==> src/sv/u8u16_pkg.sv <==
`timescale 1ns / 1ps
package u8u16_pkg;

	// byte class boundaries
	localparam logic [7:0] ContMin  = 8'h80;
	localparam logic [7:0] Lead3Min = 8'hE0;
	localparam logic [7:0] Lead2Min = 8'hC0;
	localparam logic [7:0] Lead4Min = 8'hF0;
	localparam logic [7:0] BadMin   = 8'hF8;

	// code point limits
	localparam logic [20:0] BmpLowMax   = 21'h00D7FF;
	localparam logic [20:0] BmpHighMin  = 21'h00E000;
	localparam logic [20:0] BmpMax      = 21'h00FFFF;
	localparam logic [20:0] SuppMin     = 21'h010000;
	localparam logic [20:0] SuppMax     = 21'h10FFFF;
	localparam logic [15:0] HiSurrBase  = 16'hD800;
	localparam logic [15:0] LoSurrBase  = 16'hDC00;
	localparam logic [15:0] CapReset    = 16'hFFFF;

	// depth of the result queue
	localparam int unsigned QDepth = 4;
	localparam int unsigned QPtrW  = $clog2(QDepth);

	// one result item
	typedef struct packed {
		logic [15:0] code_unit;
		logic        unit_valid;
		logic        string_end;
	} res_t;

	// decoder state carried between bytes
	typedef struct packed {
		logic [20:0] code_accum;
		logic [1:0]  bytes_left;
		logic [1:0]  seq_length;
		logic [15:0] units_written;
		logic        discarding;
	} dec_state_t;

	// results of one byte
	typedef struct packed {
		logic [1:0] count;
		res_t       res0;
		res_t       res1;
	} dec_out_t;

endpackage

==> src/sv/utf8_to_utf16_converter_unit.sv <==
`timescale 1ns / 1ps
// UTF-8 to UTF-16 stream converter. One byte is taken per cycle and decoded in
// the same cycle against the small sequence state; its zero, one or two UTF-16
// units go into a four-entry result queue that drives the output, one unit per
// cycle while m_tready is high. Input is accepted whenever the queue has room
// for two more results, so a steady stream runs at one byte per clock; a
// four-byte sequence with a surrogate pair gives the output two units for one.
// tlast marks the last result of a string (tuser low on a bare end marker).
// The user must write out_capacity only while the stream is idle (unchecked).
module utf8_to_utf16_converter_unit (
	input  logic        clk,
	input  logic        arst_n,
	input  logic        s_tvalid,
	output logic        s_tready,
	input  logic [7:0]  s_tdata,   // [7:0] in_byte
	input  logic        s_tlast,   // last_byte
	output logic        m_tvalid,
	input  logic        m_tready,
	output logic [15:0] m_tdata,   // [15:0] code_unit
	output logic        m_tuser,   // [0] unit_valid
	output logic        m_tlast,   // string_end
	input  logic        cfg_valid,
	output logic        cfg_ready,
	input  logic [15:0] cfg_data   // out_capacity
);
	import u8u16_pkg::*;

	localparam logic [QPtrW:0] QFreeNeed = (QPtrW + 1)'(QDepth - 2);

	dec_state_t         st_q;
	dec_state_t         st_nxt;
	dec_out_t           dec_res;
	logic [15:0]        cap_q;
	res_t               queue_q [QDepth];
	logic [QPtrW-1:0]   wr_ptr_q;
	logic [QPtrW-1:0]   rd_ptr_q;
	logic [QPtrW:0]     count_q;
	logic               in_req;
	logic               out_req;
	logic [QPtrW-1:0]   wr_ptr_p1;

	assign cfg_ready = 1'b1;
	assign s_tready  = count_q <= QFreeNeed;
	assign in_req    = s_tvalid && s_tready;
	assign m_tvalid  = count_q != '0;
	assign out_req   = m_tvalid && m_tready;
	assign wr_ptr_p1 = wr_ptr_q + QPtrW'(1);

	assign m_tdata = queue_q[rd_ptr_q].code_unit;
	assign m_tuser = queue_q[rd_ptr_q].unit_valid;
	assign m_tlast = queue_q[rd_ptr_q].string_end;

	u8u16_decoder u_dec (
		.in_byte      (s_tdata),
		.last_byte    (s_tlast),
		.out_capacity (cap_q),
		.cur          (st_q),
		.nxt          (st_nxt),
		.res          (dec_res)
	);

	// capacity register
	always_ff @(posedge clk or negedge arst_n) begin
		if (!arst_n) begin
			cap_q <= CapReset;
		end else if (cfg_valid && cfg_ready) begin
			cap_q <= cfg_data;
		end
	end

	// sequence state
	always_ff @(posedge clk or negedge arst_n) begin
		if (!arst_n) begin
			st_q <= '0;
		end else if (in_req) begin
			st_q <= st_nxt;
		end
	end

	// queue pointers and fill level
	always_ff @(posedge clk or negedge arst_n) begin
		if (!arst_n) begin
			wr_ptr_q <= '0;
			rd_ptr_q <= '0;
			count_q  <= '0;
		end else begin
			if (in_req) begin
				wr_ptr_q <= wr_ptr_q + QPtrW'(dec_res.count);
			end
			if (out_req) begin
				rd_ptr_q <= rd_ptr_q + QPtrW'(1);
			end
			count_q <= count_q + (in_req ? (QPtrW + 1)'(dec_res.count) : '0)
				- (out_req ? (QPtrW + 1)'(1) : '0);
		end
	end

	// queue entries
	always_ff @(posedge clk) begin
		if (in_req && dec_res.count != 2'd0) begin
			queue_q[wr_ptr_q] <= dec_res.res0;
		end
		if (in_req && dec_res.count == 2'd2) begin
			queue_q[wr_ptr_p1] <= dec_res.res1;
		end
	end

endmodule

==> src/sv/u8u16_decoder.sv <==
`timescale 1ns / 1ps
module u8u16_decoder (
	input  logic [7:0]            in_byte,
	input  logic                  last_byte,
	input  logic [15:0]           out_capacity,
	input  u8u16_pkg::dec_state_t cur,
	output u8u16_pkg::dec_state_t nxt,
	output u8u16_pkg::dec_out_t   res
);
	import u8u16_pkg::*;

	// decode one byte against the current state
	always_comb begin
		logic [20:0] v;
		logic [20:0] d;
		logic [15:0] u;
		logic        done;

		nxt  = cur;
		res  = '0;
		done = 1'b0;
		u    = cur.units_written;
		v    = '0;
		d    = '0;

		if (cur.discarding) begin
			// skip bytes after an early nul up to the marked last one
			nxt.discarding = ~last_byte;
			done = 1'b1;
		end else if (cur.bytes_left != 2'd0) begin
			// continuation byte, payload taken unchecked
			v = {cur.code_accum[14:0], in_byte[5:0]};
			nxt.code_accum = v;
			nxt.bytes_left = cur.bytes_left - 2'd1;
			if (cur.bytes_left == 2'd1) begin
				if (cur.seq_length == 2'd1) begin
					if (u < out_capacity) begin
						res.res0 = '{code_unit: v[15:0], unit_valid: 1'b1, string_end: 1'b0};
						res.count = 2'd1;
						u = u + 16'd1;
					end
				end else if (cur.seq_length == 2'd2) begin
					if ((v <= BmpLowMax || (v >= BmpHighMin && v <= BmpMax))
							&& u < out_capacity) begin
						res.res0 = '{code_unit: v[15:0], unit_valid: 1'b1, string_end: 1'b0};
						res.count = 2'd1;
						u = u + 16'd1;
					end
				end else if (cur.seq_length == 2'd3) begin
					// surrogate pair, the low half may be cut by capacity
					if (v >= SuppMin && v <= SuppMax && u < out_capacity) begin
						d = v - SuppMin;
						res.res0 = '{code_unit: HiSurrBase | {6'd0, d[19:10]},
							unit_valid: 1'b1, string_end: 1'b0};
						res.count = 2'd1;
						u = u + 16'd1;
						if (u < out_capacity) begin
							res.res1 = '{code_unit: LoSurrBase | {6'd0, d[9:0]},
								unit_valid: 1'b1, string_end: 1'b0};
							res.count = 2'd2;
							u = u + 16'd1;
						end
					end
				end
				nxt.code_accum = '0;
				nxt.seq_length = 2'd0;
			end
		end else if (in_byte == 8'd0) begin
			// nul lead ends the string with a bare marker
			res.res0 = '{code_unit: 16'd0, unit_valid: 1'b0, string_end: 1'b1};
			res.count = 2'd1;
			nxt.code_accum = '0;
			nxt.bytes_left = 2'd0;
			nxt.seq_length = 2'd0;
			u = '0;
			nxt.discarding = ~last_byte;
			done = 1'b1;
		end else if (in_byte < ContMin) begin
			// ascii passes through
			if (u < out_capacity) begin
				res.res0 = '{code_unit: {8'd0, in_byte}, unit_valid: 1'b1, string_end: 1'b0};
				res.count = 2'd1;
				u = u + 16'd1;
			end
		end else if (in_byte < Lead2Min) begin
			// stray continuation, skipped
		end else if (in_byte < Lead3Min) begin
			nxt.code_accum = {16'd0, in_byte[4:0]};
			nxt.bytes_left = 2'd1;
			nxt.seq_length = 2'd1;
		end else if (in_byte < Lead4Min) begin
			nxt.code_accum = {17'd0, in_byte[3:0]};
			nxt.bytes_left = 2'd2;
			nxt.seq_length = 2'd2;
		end else if (in_byte < BadMin) begin
			nxt.code_accum = {18'd0, in_byte[2:0]};
			nxt.bytes_left = 2'd3;
			nxt.seq_length = 2'd3;
		end

		// marked last byte closes the string
		if (!done && last_byte) begin
			if (res.count == 2'd2) begin
				res.res1.string_end = 1'b1;
			end else if (res.count == 2'd1) begin
				res.res0.string_end = 1'b1;
			end else begin
				res.res0 = '{code_unit: 16'd0, unit_valid: 1'b0, string_end: 1'b1};
				res.count = 2'd1;
			end
			nxt.code_accum = '0;
			nxt.bytes_left = 2'd0;
			nxt.seq_length = 2'd0;
			u = '0;
		end

		nxt.units_written = u;
	end

endmodule
==> config.mk <==
export PLATFORM = sky130hd
export DESIGN_NAME = utf8_to_utf16_converter_unit
export DESIGN_NICKNAME = d
export VERILOG_FILES = /design/src/sv/u8u16_pkg.sv /design/src/sv/utf8_to_utf16_converter_unit.sv /design/src/sv/u8u16_decoder.sv
export SDC_FILE = /design/constraint.sdc
export NUM_CORES = 1
export LEC_CHECK = 0
export BUFFER_PORTS_ARGS = -buffer_cell sky130_fd_sc_hd__buf_2
export CAP_MARGIN = 0
export CORE_MARGIN = 2
export CORE_UTILIZATION = 45
export DETAILED_ROUTE_END_ITERATION = 16
export GPL_TIMING_DRIVEN = 1
export PLACE_DENSITY = 0.71
export SYNTH_ARGS = -nofsm -noshare
export SYNTH_HDL_FRONTEND = slang
export SYNTH_HIERARCHICAL = 1
export SYNTH_SLANG_ARGS = --single-unit
export TNS_END_PERCENT = 20
==> constraint.sdc <==
create_clock -name clk -period 8.9 [get_ports clk]
set_clock_uncertainty 0.05 [all_clocks]
set_input_delay 2.225 -clock clk [delete_from_list [all_inputs] [get_ports clk]]
set_output_delay 2.225 -clock clk [all_outputs]
set_load 0.05 [all_outputs]
==> impl_metrics.json, run 1 <==
{
  "via_per_inst": 6.50,
  "slowest_stage": "dfrtp_1",
  "wl_per_cell_um": 22.0,
  "port_buffers": 49,
  "comb_power_share_pct": 47.4,
  "cp.required_ns": 9.16,
  "hold_class": "flip-flop to flip-flop",
  "rrSetupSlack_ns": 2.35,
  "cts_buffer_depth": 2,
  "postCtsHoldBufs": 0,
  "wl_met2_um": 13500,
  "die_height_um": 154,
  "syn_nets": 1071,
  "cts_buffers": 17,
  "outcome": "complete, no violations",
  "cpMostUsedCell": "ha_1",
  "worstMarginPinSlew_ns": 1.16,
  "power_density_mw_per_mm2": 286,
  "yosysWarnings": 6,
  "fin_tns_setup_ns": 0,
  "start_kind": "flip-flop",
  "cts-resized-gates": 0,
  "drv_cap": 0,
  "path_buf_inv": 2,
  "fp.coreArea_mm2": 0.0224,
  "cp_max_fo": 11,
  "fmax_mhz": 153,
  "wl_met1_um": 11700,
  "met3WireLength_um": 2610,
  "highest_layer": "met4",
  "totalWireLength_um": 28700,
  "io-pin-count": 51,
  "grt_max_degree": 60,
  "cp.arrival_ns": 6.80,
  "globalplace.congestion": 0.967,
  "firstDrtPassIters": 7,
  "die_x_um": 154,
  "rsz0062_at_grt": "false",
  "ir_worst_vdd_v": 0.000154,
  "cts_tree": "done",
  "power.internal_w": 0.00169,
  "dp_cells": 1271,
  "htree_num_levels": 4,
  "critical-path-max-stage-delay_ns": 0.55,
  "p_seq_share_pct": 30.7,
  "swShare_pct": 46.7,
  "endpoint_kind": "flip-flop",
  "p_switching_w": 0.00148,
  "drtAntennaViolNets": 0,
  "track_usage_pct": 24.3,
  "finalCriticalPeriod_ns": 6.55,
  "area_delta_synth_final_pct": 9.02,
  "drcViolationCount": 0,
  "syn_area_mm2": 0.0102,
  "final_util_pct": 49.5,
  "power.total_w": 0.00317,
  "clk_latency_ns": 0.43,
  "leakagePower_nw": 4.34,
  "std_cell_rows": 55,
  "slew_viol_final": 0,
  "die_area_mm2": 0.0239,
  "fin_crit_sh_pct": 73.6,
  "grt_pass1_wl_um": 45800,
  "stdcell_count": 1303,
  "cts.sinks": 131,
  "post_cts_buffers": 0,
  "initial_core_util_pct": 45.4,
  "vias": 8471,
  "grt-ovfl-total": 0,
  "layout.nets": 1075,
  "finalSetupViolations": 0,
  "syn_avg_cell_area_um2": 10.2,
  "clk_pin_slew_ns": 0.06,
  "layout-drive-gt1-share_pct": 28.6,
  "place_hpwl_um": 19300,
  "finalHoldViolCount": 0,
  "antenna_found_initial": 0,
  "crit_family": "simple AND/OR/NAND/NOR gates",
  "clkPwrFrac_pct": 21.9,
  "grt_pass1_vias": 8210,
  "root_buffer": "clkbuf_16",
  "syn_inst": 1001,
  "first_iter_violations": 1140,
  "slew_headroom_pct": 22.7,
  "cp_cell_sequence": "ha_1 -> and4_1 -> nand4_1 -> nor2_1 -> nand3_1 -> xnor2_1 -> ha_1 -> nand4_1 -> nor3_1 -> a21oi_1 -> nand2_1 -> nor2_1 -> or3_4 -> a21o_1 -> o21ai_0 -> nand3_1 -> ha_1 -> inv_1 -> ha_1 -> inv_1 -> fa_1 -> xor2_1 -> xnor2_1",
  "path_class": "flip-flop to flip-flop",
  "num_antenna_cells": 0
}
==> stage by stage <==
stage	instance area, um^2	setup slack, ns	hold WS [ns]
after global placement	10500	2.21	0.430
after global routing	11100	1.88	0.468
final	11100	2.35	0.449
after detailed placement	10500	2.05	0.441
after CTS	11100	2.49	0.452
after floorplan	10200	2.23	0.427
==> flip-flops by register name, summed over array words and instances, names as in the netlist <==
register	flops
count_q	3
rd_ptr_q	2
cap_q	16
wr_ptr_q	2
queue_q	72
st_q	36
==> cells in the final DEF (no fill, tap or decap), types with 23 or more instances in the layout <==
cell,instances
a21oi_1,50
xnor2_1,30
a22oi_1,23
edfxtp_1,72
o21ai_0,38
nand3_1,25
mux2_2,106
ha_1,39
nor3_1,33
nand2_1,40
dfrtp_1,43
buf_2,49
inv_1,40
nor2_1,77
==> worst register-to-register path: stages (launching register included) <==
cell and delay, ns:
dfrtp_1 0.55, ha_1 0.28, and4_1 0.39, nand4_1 0.35, nor2_1 0.52, nand3_1 0.34, xnor2_1 0.22, ha_1 0.30
nand4_1 0.20, nor3_1 0.31, a21oi_1 0.14, nand2_1 0.39, nor2_1 0.11, or3_4 0.36, a21o_1 0.19, o21ai_0 0.37
nand3_1 0.16, ha_1 0.32, inv_1 0.06, ha_1 0.13, inv_1 0.04, fa_1 0.36, xor2_1 0.16, xnor2_1 0.12
==> final timing paths <==
path | start | depth (start not counted) | to
max | st_q[2]$_DFFE_PN0N_ | 23 | count_q[2]$_DFF_PN0_
min | rd_ptr_q[0]$_DFFE_PN0P_ | 1 | rd_ptr_q[0]$_DFFE_PN0P_
max reg2reg | st_q[2]$_DFFE_PN0N_ | 23 | count_q[2]$_DFF_PN0_
min reg2reg | rd_ptr_q[0]$_DFFE_PN0P_ | 1 | rd_ptr_q[0]$_DFFE_PN0P_
max in group asynchronous | arst_n | 2 | st_q[24]$_DFFE_PN0N_
min in group asynchronous | arst_n | 2 | st_q[14]$_DFFE_PN0N_
==> final cells by class <==
cell class,instances,area (um^2)
tap,285,357
clock buffer,17,425
clock inverter,15,154
fill,2035,11300
timing repair buffer,63,350
sequential,131,3660
multi-input combinational,749,6010
inverter,43,161
==> metal layers <==
layer	vias up	GRT usage [%]
met5	-	0
met4	0	9.17
met3	90	4.46
met2	467	39.3
met1	4093	32.5
li1	3821	-
==> power by group through the flow <==
stage | Sequential, W | Combinational [W] | Clock (W)
5_1_grt | 0.000995 | 0.00161 | 0.000732
2_1_floorplan | 0.000847 | 0.00122 | 0
3_3_place_gp | 0.000976 | 0.00144 | 0
3_5_place_dp | 0.000981 | 0.00147 | 0
6_report | 0.000974 | 0.00150 | 0.000696
4_1_cts | 0.000969 | 0.00147 | 0.000705
Power figures use the tool's default switching activity.
==> run 2: changes to the inputs <==
- PLACE_DENSITY: 0.71 -> 0.73
- clock period: 8.9 -> 5.65 ns (I/O delays scaled with it)
==> run 2 against run 1 <==
Sequential power up 51%. Maximum frequency up 25%. Clock power up 57%. Flip-flop and latch count unchanged. Non-clock buffer count up 23. Critical path type unchanged.
==> impl_metrics.json, run 2 (synthesized netlist as in run 1, its figures left out) <==
{
  "drcViolationCount": 0,
  "cts_buffer_depth": 2,
  "grt_max_degree": 60,
  "cts_tree": "done",
  "slowest_stage": "mux2_4",
  "vias": 8531,
  "globalplace.congestion": 0.977,
  "slew_viol_final": 0,
  "largest_register_ffs": 72,
  "port_buffers": 49,
  "fin_ws_ns": 0.401,
  "pre_cts_ws_ns": 0.397,
  "fill_cells": 2027,
  "via_per_inst": 6.43,
  "cp-startpoint": "st_q[2]$_DFFE_PN0N_",
  "cts_buffers": 17,
  "die_area_mm2": 0.0239,
  "path_class": "flip-flop to flip-flop",
  "die_x_um": 154,
  "totalWireLength_um": 28500,
  "rsz0062_at_grt": "false",
  "rr_worst_depth": 18,
  "place_hpwl_um": 19600,
  "postCtsHoldBufs": 0,
  "io-pin-count": 51,
  "cp.required_ns": 5.77,
  "drv_cap": 0,
  "critical-path-max-stage-delay_ns": 0.45,
  "initial_core_util_pct": 45.4,
  "fin_tns_setup_ns": 0,
  "cp.arrival_ns": 5.37,
  "cp-endpoint": "queue_q[1][15]$_DFFE_PP_",
  "multi_input_area_mm2": 0.00601,
  "clk_pin_slew_ns": 0.07,
  "leakagePower_nw": 4.45,
  "outcome": "complete, no violations",
  "root_buffer": "clkbuf_16",
  "grt-ovfl-total": 0,
  "clk_latency_ns": 0.42,
  "fp.coreArea_mm2": 0.0224,
  "layout.nets": 1098,
  "regMostFlops": "queue_q",
  "reg2reg_from": "st_q[2]$_DFFE_PN0N_",
  "firstDrtPassIters": 7,
  "first_iter_violations": 1030,
  "worstMarginPinSlew_ns": 1.08,
  "track_usage_pct": 24.0,
  "grt_pass1_wl_um": 45300,
  "htree_num_levels": 4,
  "start_kind": "flip-flop",
  "area_delta_synth_final_pct": 10.8,
  "fin_crit_sh_pct": 92.9,
  "layout-drive-gt1-share_pct": 30.3,
  "reg.largest.list": "queue_q x72, st_q x36, cap_q x16",
  "most-common-layout-cells": "mux2_2, nor2_1, edfxtp_1, a21oi_1, buf_2",
  "fmax_mhz": 191,
  "post_cts_buffers": 0,
  "power_density_mw_per_mm2": 445,
  "ir_worst_vdd_v": 0.000332,
  "rrSetupSlack_ns": 0.40,
  "slew_headroom_pct": 27.7,
  "final-seq-area_mm2": 0.00366,
  "drtAntennaViolNets": 0,
  "endpoint_kind": "flip-flop",
  "cp_max_fo": 18,
  "final_common_cell": "mux2_2",
  "finalHoldViolCount": 0,
  "finalSetupViolations": 0,
  "r2r_end": "queue_q[1][15]$_DFFE_PP_",
  "finalCriticalPeriod_ns": 5.25,
  "grt_pass1_vias": 8183,
  "timing.hold.ws_ns": 0.522,
  "cp_cell_sequence": "ha_1 -> nand2_1 -> or3_1 -> nor3_1 -> xnor2_1 -> inv_1 -> ha_1 -> nand4_1 -> a31oi_1 -> o21bai_1 -> nand2_1 -> buf_4 -> nor3_2 -> o21ai_0 -> buf_4 -> nor3b_4 -> nand4_4 -> mux2_4",
  "die_height_um": 154,
  "hold_class": "flip-flop to flip-flop",
  "antenna_found_initial": 1,
  "std_cell_rows": 55,
  "cts.sinks": 131,
  "wl_per_cell_um": 21.5
}
## run 2: changes by cell type in the layout (fill, tap and decap cells not counted)
cell      before  now
buf_4         14   37
inv_8          7    5
clkinv_4       1    2
clkinv_8       1    2
dfrtp_1       43   42
dfrtp_2        0    1
diode_2        0    1
## run 2: repair_timing
item	4_1_cts	5_1_grt
endpoints found under the hold margin	0	0
endpoints found under the setup margin	0	107
gates resized for setup	0	1
## run 2: metrics by stage
step	instances	power [W]	util [%]	instance area, um^2
CTS	1326	0.00499	50.3	11300
global placement	1294	0.00385	47.7	10700
floorplan	1001	0.00325	-	10200
global route	1327	0.00529	50.3	11300
finish	1327	0.00503	50.3	11300
detailed placement	1294	0.00389	47.7	10700
## run 2: area by class of cell
cell class	count	area share (%)
Timing Repair Buffer	86	4.63
Clock buffer	17	3.77
Sequential cell	131	32.4
Multi-Input combinational cell	749	53.2
Inverter	43	1.43
Clock inverter	15	1.39
Antenna cell	1	0.0222
Tap cell	285	3.16
## run 2: worst max-delay path: cells and delay by family (launching register included)
kind            cells  cell delay, ns
compound gates      3            0.56
xor+xnor            1            0.27
fa+ha+maj           2            0.60
buf+inv             3            0.51
flops               1            0.35
mux                 1            0.45
simple gates        8            2.18
## run 2: routing by layer
layer / GRT usage (%) / vias to the layer above / share of wire (%)
li1: - / 3872 / -
met1: 32.5 / 4091 / 42
met2: 38.1 / 473 / 46
met3: 5.02 / 95 / 9.4
met4: 8.95 / 0 / 3.3
met5: 0 / - / 0
## run 2: worst min path at each step
stage / start / end / slack [ns] / cells past startpoint
4_1_cts: count_q[2]$_DFF_PN0_ / count_q[2]$_DFF_PN0_ / 0.53 / 1
2_1_floorplan: st_q[18]$_DFFE_PN0N_ / st_q[18]$_DFFE_PN0N_ / 0.43 / 1
3_3_place_gp: count_q[2]$_DFF_PN0_ / count_q[2]$_DFF_PN0_ / 0.51 / 1
3_5_place_dp: count_q[2]$_DFF_PN0_ / count_q[2]$_DFF_PN0_ / 0.52 / 1
6_report: count_q[2]$_DFF_PN0_ / count_q[2]$_DFF_PN0_ / 0.52 / 1
5_1_grt: st_q[0]$_DFFE_PN0N_ / st_q[0]$_DFFE_PN0N_ / 0.56 / 1
## run 2: where the power goes
group | internal, W | switching [W]
Combinational | 0.000914 | 0.00156
Clock | 0.000590 | 0.000498
Sequential | 0.00121 | 0.000260
Total | 0.00271 | 0.00232
